File: config.mk
export PLATFORM = sky130hd
export DESIGN_NAME = sine_tone_burst_generator_unit
export DESIGN_NICKNAME = d
export VERILOG_FILES = /design/src/rtl/core/stbg_pkg.sv /design/src/rtl/core/sine_tone_burst_generator_unit.sv /design/src/rtl/core/stbg_ctrl.sv /design/src/rtl/core/stbg_dp.sv
export SDC_FILE = /design/constraint.sdc
export NUM_CORES = 2
export LEC_CHECK = 0
export BUFFER_PORTS_ARGS = -buffer_cell sky130_fd_sc_hd__buf_2
export CAP_MARGIN = 20
export CORE_MARGIN = 2
export CORE_UTILIZATION = 45
export DETAILED_ROUTE_END_ITERATION = 7
export PLACE_DENSITY = 0.67
export SETUP_SLACK_MARGIN = 0.5
export SYNTH_ARGS = -nofsm -noshare
export SYNTH_HDL_FRONTEND = slang
export SYNTH_SLANG_ARGS = --single-unit
File: constraint.sdc
create_clock -name clk -period 10.71 [get_ports clk]
set_clock_uncertainty 0.1 [all_clocks]
set_input_delay 1.071 -clock clk [delete_from_list [all_inputs] [get_ports clk]]
set_output_delay 1.071 -clock clk [all_outputs]
set_load 0.005 [all_outputs]
File: src/rtl/core/stbg_pkg.sv
package stbg_pkg;

	localparam int ATAN_ENTRIES = 24;
	localparam int ATAN_IDX_W   = 5;

	// limit gain times 8192 times 2^16
	localparam logic signed [31:0] X_START    = 32'sd326016437;
	// 2^48 / 44100
	localparam logic        [39:0] STEP_RESET = 40'd6382652533;

	localparam logic signed [16:0] SAMPLE_HI = 17'sd8192;
	localparam logic signed [16:0] SAMPLE_LO = -17'sd8192;

	typedef enum logic [2:0] {
		ST_IDLE,
		ST_INC,
		ST_LOAD,
		ST_ROT,
		ST_EMIT
	} state_t;

	typedef struct packed {
		logic                  take;      // input item accepted
		logic                  calc_inc;  // form phase increment
		logic                  init_rot;  // fold phase, start rotation
		logic                  rot;       // one rotation step
		logic [ATAN_IDX_W-1:0] step_idx;
		logic                  emit;      // write sample, advance phase
		logic                  last;
	} cmd_t;

	// atan(2^-i) in units of 2^-32 turn
	function automatic logic [29:0] atan_turn(input logic [ATAN_IDX_W-1:0] idx);
		logic [29:0] v;
		unique case (idx)
			5'd0:  v = 30'd536870912;
			5'd1:  v = 30'd316933406;
			5'd2:  v = 30'd167458907;
			5'd3:  v = 30'd85004756;
			5'd4:  v = 30'd42667331;
			5'd5:  v = 30'd21354465;
			5'd6:  v = 30'd10679838;
			5'd7:  v = 30'd5340245;
			5'd8:  v = 30'd2670163;
			5'd9:  v = 30'd1335087;
			5'd10: v = 30'd667544;
			5'd11: v = 30'd333772;
			5'd12: v = 30'd166886;
			5'd13: v = 30'd83443;
			5'd14: v = 30'd41722;
			5'd15: v = 30'd20861;
			5'd16: v = 30'd10430;
			5'd17: v = 30'd5215;
			5'd18: v = 30'd2608;
			5'd19: v = 30'd1304;
			5'd20: v = 30'd652;
			5'd21: v = 30'd326;
			5'd22: v = 30'd163;
			5'd23: v = 30'd81;
			default: v = 30'd0;
		endcase
		return v;
	endfunction

endpackage

File: src/rtl/core/sine_tone_burst_generator_unit.sv
// sine tone burst generator: each input item (tone_freq in hertz, sample_count) produces a
// burst of sample_count sine samples, sin(phase) * 0.25 in signed q1.15 (range -8192..8192),
// tlast set on the final one. a 32-bit phase accumulator (2^32 = one turn) starts at zero
// after reset and runs on across bursts; after each sample it advances by
// (tone_freq * phase_step_per_hz) >> 16, wrapping modulo one turn. phase_step_per_hz is
// 2^48 divided by the output rate in hertz, reset value set for 44100 Hz; write it through
// cfg_we / cfg_wdata only while the block is idle. a sample_count of zero produces nothing,
// counts above MAX_BURST are cut to MAX_BURST. sequence: an item first has its increment
// formed (multiply on acceptance, then sum), then each sample goes through fold, CORDIC_STEPS
// rotation steps and write out, paced by the one CORDIC stage that iterates a step per cycle;
// a stalled output holds the burst at the write out. a new item is taken once the previous
// burst's last sample sits in the output register.
module sine_tone_burst_generator_unit #(
	parameter int MAX_BURST    = 64,   // 1..64
	parameter int CORDIC_STEPS = 16    // 8..24
) (
	input  logic        clk,
	input  logic        arst_n,
	// input items
	input  logic        s_axis_tvalid,
	output logic        s_axis_tready,
	input  logic [23:0] s_axis_tdata,   // [15:0] tone_freq, [22:16] sample_count, [23] zero
	// result items
	output logic        m_axis_tvalid,
	input  logic        m_axis_tready,
	output logic [15:0] m_axis_tdata,   // [14:0] sample, [15] zero
	output logic        m_axis_tlast,
	// phase_step_per_hz register
	input  logic        cfg_we,
	input  logic [39:0] cfg_wdata
);

	stbg_pkg::cmd_t    cmd;
	logic              out_free;
	logic signed [14:0] sample;

	// sequencer: burst count, rotation step count
	stbg_ctrl #(
		.MAX_BURST   (MAX_BURST),
		.CORDIC_STEPS(CORDIC_STEPS)
	) u_ctrl (
		.clk         (clk),
		.arst_n      (arst_n),
		.in_valid    (s_axis_tvalid),
		.in_ready    (s_axis_tready),
		.sample_count(s_axis_tdata[22:16]),
		.out_free    (out_free),
		.cmd         (cmd)
	);

	// increment multiply, phase accumulator, cordic, output register
	stbg_dp u_dp (
		.clk       (clk),
		.arst_n    (arst_n),
		.cmd       (cmd),
		.tone_freq (s_axis_tdata[15:0]),
		.cfg_we    (cfg_we),
		.cfg_wdata (cfg_wdata),
		.out_free  (out_free),
		.out_valid (m_axis_tvalid),
		.out_ready (m_axis_tready),
		.out_sample(sample),
		.out_last  (m_axis_tlast)
	);

	// sample in the low bits, padded to two whole bytes
	assign m_axis_tdata = {1'b0, sample};

endmodule

File: src/rtl/core/stbg_ctrl.sv
module stbg_ctrl #(
	parameter int MAX_BURST    = 64,
	parameter int CORDIC_STEPS = 16
) (
	input  logic                 clk,
	input  logic                 arst_n,
	input  logic                 in_valid,
	output logic                 in_ready,
	input  logic [6:0]           sample_count,
	input  logic                 out_free,
	output stbg_pkg::cmd_t       cmd
);

	localparam int CW = $clog2(MAX_BURST + 1);
	localparam int SW = (CORDIC_STEPS > 1) ? $clog2(CORDIC_STEPS) : 1;

	stbg_pkg::state_t state_q, state_d;
	logic [CW-1:0]    remain_q, remain_d;
	logic [SW-1:0]    step_q, step_d;
	logic [CW-1:0]    count_clamped;
	logic             accept;
	logic             last_step;

	assign count_clamped = (sample_count > 7'(MAX_BURST)) ? CW'(MAX_BURST)
	                                                       : CW'(sample_count);
	assign accept    = in_valid && in_ready;
	assign last_step = (step_q == SW'(CORDIC_STEPS - 1));

	// next state
	always_comb begin
		state_d  = state_q;
		remain_d = remain_q;
		step_d   = step_q;
		unique case (state_q)
			stbg_pkg::ST_IDLE: begin
				if (in_valid && count_clamped != '0) begin
					remain_d = count_clamped;
					state_d  = stbg_pkg::ST_INC;
				end
			end
			stbg_pkg::ST_INC: begin
				state_d = stbg_pkg::ST_LOAD;
			end
			stbg_pkg::ST_LOAD: begin
				step_d  = '0;
				state_d = stbg_pkg::ST_ROT;
			end
			stbg_pkg::ST_ROT: begin
				step_d = step_q + SW'(1);
				if (last_step) begin
					state_d = stbg_pkg::ST_EMIT;
				end
			end
			stbg_pkg::ST_EMIT: begin
				if (out_free) begin
					remain_d = remain_q - CW'(1);
					state_d  = (remain_q == CW'(1)) ? stbg_pkg::ST_IDLE : stbg_pkg::ST_LOAD;
				end
			end
			default: state_d = stbg_pkg::ST_IDLE;
		endcase
	end

	// outputs
	always_comb begin
		in_ready     = (state_q == stbg_pkg::ST_IDLE);
		cmd          = '0;
		cmd.take     = accept;
		cmd.step_idx = stbg_pkg::ATAN_IDX_W'(step_q);
		unique case (state_q)
			stbg_pkg::ST_IDLE: ;
			stbg_pkg::ST_INC:  cmd.calc_inc = 1'b1;
			stbg_pkg::ST_LOAD: cmd.init_rot = 1'b1;
			stbg_pkg::ST_ROT:  cmd.rot = 1'b1;
			stbg_pkg::ST_EMIT: begin
				cmd.emit = out_free;
				cmd.last = (remain_q == CW'(1));
			end
			default: ;
		endcase
	end

	always_ff @(posedge clk or negedge arst_n) begin
		if (!arst_n) begin
			state_q  <= stbg_pkg::ST_IDLE;
			remain_q <= '0;
			step_q   <= '0;
		end else begin
			state_q  <= state_d;
			remain_q <= remain_d;
			step_q   <= step_d;
		end
	end

	// a burst in progress always has samples left
	a_remain_nonzero: assert property (@(posedge clk) disable iff (!arst_n)
		state_q != stbg_pkg::ST_IDLE |-> remain_q != '0)
		else $error("burst running with no samples left");

	// an empty burst leaves the controller idle
	a_empty_burst: assert property (@(posedge clk) disable iff (!arst_n)
		accept && count_clamped == '0 |=> state_q == stbg_pkg::ST_IDLE)
		else $error("empty burst started work");

endmodule

File: src/rtl/core/stbg_dp.sv
module stbg_dp (
	input  logic                  clk,
	input  logic                  arst_n,
	input  stbg_pkg::cmd_t        cmd,
	input  logic [15:0]           tone_freq,
	input  logic                  cfg_we,
	input  logic [39:0]           cfg_wdata,
	output logic                  out_free,
	output logic                  out_valid,
	input  logic                  out_ready,
	output logic signed [14:0]    out_sample,
	output logic                  out_last
);

	logic        [39:0] step_cfg_q;
	logic        [47:0] prod_lo_q;
	logic        [23:0] prod_hi_q;
	logic        [31:0] inc_q;
	logic        [31:0] phase_q;
	logic signed [31:0] x_q, y_q;
	logic signed [32:0] z_q;

	logic        [1:0]  quad;
	logic        [31:0] folded;
	logic signed [31:0] dx, dy;
	logic signed [32:0] atan_v;
	logic signed [32:0] y_rnd;
	logic signed [16:0] r_full;
	logic signed [16:0] r_clamped;

	assign quad   = phase_q[31:30];
	assign folded = (quad == 2'd1 || quad == 2'd2) ? (32'h8000_0000 - phase_q) : phase_q;
	assign dx     = y_q >>> cmd.step_idx;
	assign dy     = x_q >>> cmd.step_idx;
	assign atan_v = signed'({3'b000, stbg_pkg::atan_turn(cmd.step_idx)});

	// round to nearest, ties up, then clamp
	assign y_rnd  = {y_q[31], y_q} + 33'sd32768;
	assign r_full = 17'(y_rnd >>> 16);
	always_comb begin
		priority if (r_full > stbg_pkg::SAMPLE_HI) begin
			r_clamped = stbg_pkg::SAMPLE_HI;
		end else if (r_full < stbg_pkg::SAMPLE_LO) begin
			r_clamped = stbg_pkg::SAMPLE_LO;
		end else begin
			r_clamped = r_full;
		end
	end

	assign out_free = !out_valid || out_ready;

	always_ff @(posedge clk or negedge arst_n) begin
		if (!arst_n) begin
			step_cfg_q <= stbg_pkg::STEP_RESET;
			phase_q    <= '0;
			out_valid  <= 1'b0;
		end else begin
			if (cfg_we) begin
				step_cfg_q <= cfg_wdata;
			end
			if (cmd.emit) begin
				phase_q <= phase_q + inc_q;
			end
			if (cmd.emit) begin
				out_valid <= 1'b1;
			end else if (out_ready) begin
				out_valid <= 1'b0;
			end
		end
	end

	always_ff @(posedge clk) begin
		if (cmd.take) begin
			prod_lo_q <= tone_freq * step_cfg_q[31:0];
			prod_hi_q <= tone_freq * step_cfg_q[39:32];
		end
		if (cmd.calc_inc) begin
			inc_q <= prod_lo_q[47:16] + {prod_hi_q[15:0], 16'h0000};
		end
		if (cmd.init_rot) begin
			x_q <= stbg_pkg::X_START;
			y_q <= '0;
			z_q <= {folded[31], folded};
		end else if (cmd.rot) begin
			if (!z_q[32]) begin
				x_q <= x_q - dx;
				y_q <= y_q + dy;
				z_q <= z_q - atan_v;
			end else begin
				x_q <= x_q + dx;
				y_q <= y_q - dy;
				z_q <= z_q + atan_v;
			end
		end
		if (cmd.emit) begin
			out_sample <= r_clamped[14:0];
			out_last   <= cmd.last;
		end
	end

	// phase moves only when a sample is written out
	a_phase_hold: assert property (@(posedge clk) disable iff (!arst_n)
		!cmd.emit |=> $stable(phase_q))
		else $error("phase changed without a sample");

	// a written sample is presented next cycle
	a_emit_valid: assert property (@(posedge clk) disable iff (!arst_n)
		cmd.emit |=> out_valid)
		else $error("emitted sample not presented");

endmodule
==> metrics.cfg <==
[floorplan]
initial_core_util_pct=45.45
rows=110
coreArea_um2=90010
io_pins=88
die-area_um2=93340
die_y_um=305.5
dieWidth_um=305.5

[timing]
finalSetupTns_ps=0
finalCritPeriodShare_pct=74.83
finalMaxSlewViolations=0
rsz0062_at_grt=false
worst_pin_slew_ps=1134
fmax_ghz=0.1248
max-slew-margin-rel_pct=24.41
hold_violations=0
setup_violations=0
period_minus_slack_ps=8014

[place]
portBuffers=85
routabilityCongestion=0.9270
hpwl_mm=75.83

[setup_path]
crit_fanout=37
path_class=in2reg
r2r-start=u_dp.step_cfg_q[7]
crit_arrival_ps=8250
worstPathRequired_ps=10940
startpoint_type=input port
critPathTopFamily=adder cells
cp-startpoint=s_axis_tdata[11]
cpMaxStageDelayCell=buf_2
cp-end-kind=flip-flop
critPathMaxStageDelay_ps=700
path_common_cell=fa_1
crit_buf_inv=7

[min_path]
hold_start=u_dp.prod_lo_q[20]
hold_path.class=reg2reg

[yosys]
avgSynthCellArea_um2=8.865
synth_top_cell_by_area=fa_1
yosysWarnings=0
synthesis.nets=5459
syn-cell-area_um2=40910
yosysSeqAreaShare_pct=17.98
synth_top_flop_cell=edfxtp_1
synth_area_leaders=fa_1 (24%), edfxtp_1 (9.5%), ha_1 (9.0%)
postSynthCellCount=4615
async_reset_ff_share_pct=31.07
yosys.cell_types.count=82
synth-edff-count=129
synth_top_area_share_pct=23.59
ys_seq_elements=280

[global_routing]
grt.overflow.total=0
grt_usage_pct=22.34
grt_pass1_vias=32434
grt_pass1_wl_mm=169.1
grt_max_degree=81
antenna_found_initial=2

[cells_and_area]
syn_to_final_growth_pct=6.462
nets=5394
nFillCells=8610
drive_gt1_share_pct=8.017
seqCellArea_um2=7372
multi_input_area_um2=30500

[clocking]
holdBufCountCts=0
cts.sink_count=280
cts_buffers=38
clk_latency_ps=600
clk_pin_slew_ps=60
cts-resized-gates=0
cts-root-buf=clkbuf_16
postCtsSetupBuffers=0
htree_levels=2
cts.path.max_buffers=3
cts_tree=yes

[routing]
drt_iter0_drc=2301
drt-wirelength-per-cell_um=17.83
drtPass1Iterations=6
via_per_inst=5.587
dr_total_vias=32153
detail-route-antenna-nets=0
drc=0
drt-total-wl_mm=102.6

[flow_run]
drv_cap=0

[run_status]
status=complete, no violations

[worst reg2reg max path: stages (launching register included)]
cell       delay, ps
dfrtp_1          810
nand2_1          180
fa_1             560
inv_1             50
fa_1             500
inv_1             60
fa_1             530
inv_1             50
fa_1             480
fa_1             510
inv_1             60
fa_1             500
inv_1             50
ha_1             280
o21a_1           120
o21a_1           120
o2111ai_1        100
o21ai_0          700
a21boi_0         350
o31ai_1          310
buf_4            180
and2_1           190
a41oi_1          260
o21ai_0          340
a31oi_1          160
xnor2_1          140
[layer usage]
metal  part of all wire (%)  track usage (%)
met1                     43            29.94
met2                     46            36.87
met3                    7.3            3.716
met4                    3.2            7.252
met5                  0.013                0
[registers in the layout, indices dropped and copies added, names as in the netlist]
signal and count:
u_dp.step_cfg_q 40, u_dp.z_q 33, u_dp.inc_q 32, u_dp.phase_q 32
u_dp.prod_lo_q 32, u_dp.x_q 32, u_dp.y_q 32, u_dp.prod_hi_q 16
u_dp.out_sample 15, u_ctrl.remain_q 7, u_ctrl.step_q 4, u_ctrl.state_q 3
u_dp.out_last 1, u_dp.out_valid 1
[cells by family after synthesis]
kind of cell,Yosys count,synth area share (%)
adders and majority gates,775,32.55
DFF,280,17.98
AOI/OAI and AO/OA,839,12.63
other,1,0.009166
buffers and inverters,803,7.499
muxes,169,6.309
and+or+nand+nor,1445,16.53
xor gates and xnor gates,303,6.487
[synth_stat cells (18+ instances only)]
cell and number:
nor3_1 38, o21bai_1 21, xnor2_1 183, o21ai_0 228, a22oi_1 18, xor2_1 120, mux2_2 67, a21o_1 82
o21a_1 22, o31ai_1 20, ha_1 293, and3_1 28, fa_1 482, buf_2 28, mux4_2 64, edfxtp_1 129
dfxtp_1 64, a21oi_1 246, clkbuf_1 179, inv_1 563, nor2b_1 31, and2_1 269, nand2b_1 40, a211oi_1 22
buf_1 24, dfstp_2 20, nand3_1 63, mux2i_1 34, a31oi_1 46, nand2_1 668, nor2_1 218, dfrtp_1 67
[final timing paths]
kind,to,slack (ps),cells past startpoint
min reg2reg,u_dp.inc_q[4],290,0
max reg2reg,u_dp.prod_lo_q[45],2810,25
max in group asynchronous,u_ctrl.step_q[1],8820,2
min,u_dp.inc_q[4],290,0
max,u_dp.prod_lo_q[45],2700,26
min in group asynchronous,u_dp.step_cfg_q[20],310,1
[placed cells by master (no fill, tap or decap), types with 129 or more instances in the layout]
master | Yosys | routed
nor2_1 | 218 | 217
xnor2_1 | 183 | 183
and2_1 | 269 | 268
edfxtp_1 | 129 | 129
o21ai_0 | 228 | 228
nand2_1 | 668 | 667
a21oi_1 | 246 | 246
ha_1 | 293 | 293
inv_1 | 563 | 563
fa_1 | 482 | 482
[stage by stage]
stage,instance area (um2),hold WS [ps],setup WS (ps),utilization [%],std cells
after floorplan,40910,300.3,3126,-,4615
after global routing,43550,293.2,2219,48.39,5755
after CTS,43520,273.0,2644,48.35,5752
after global placement,42230,300.5,2071,46.92,5684
final,43550,285.5,2696,48.39,5755
after detailed placement,42230,304.5,2051,46.92,5684
[final cells by class]
class | instances | area share, %
Antenna cell | 1 | 0.005745
Clock buffer | 45 | 2.350
Inverter | 568 | 4.895
Tap cell | 1176 | 3.378
Sequential cell | 280 | 16.93
Timing Repair Buffer | 130 | 1.804
Clock inverter | 23 | 0.6033
Multi-Input combinational cell | 3532 | 70.04
Power is left out: the tool's default activity adds up to more than one toggle a clock period on the data nets, which glitch-free logic cannot reach.
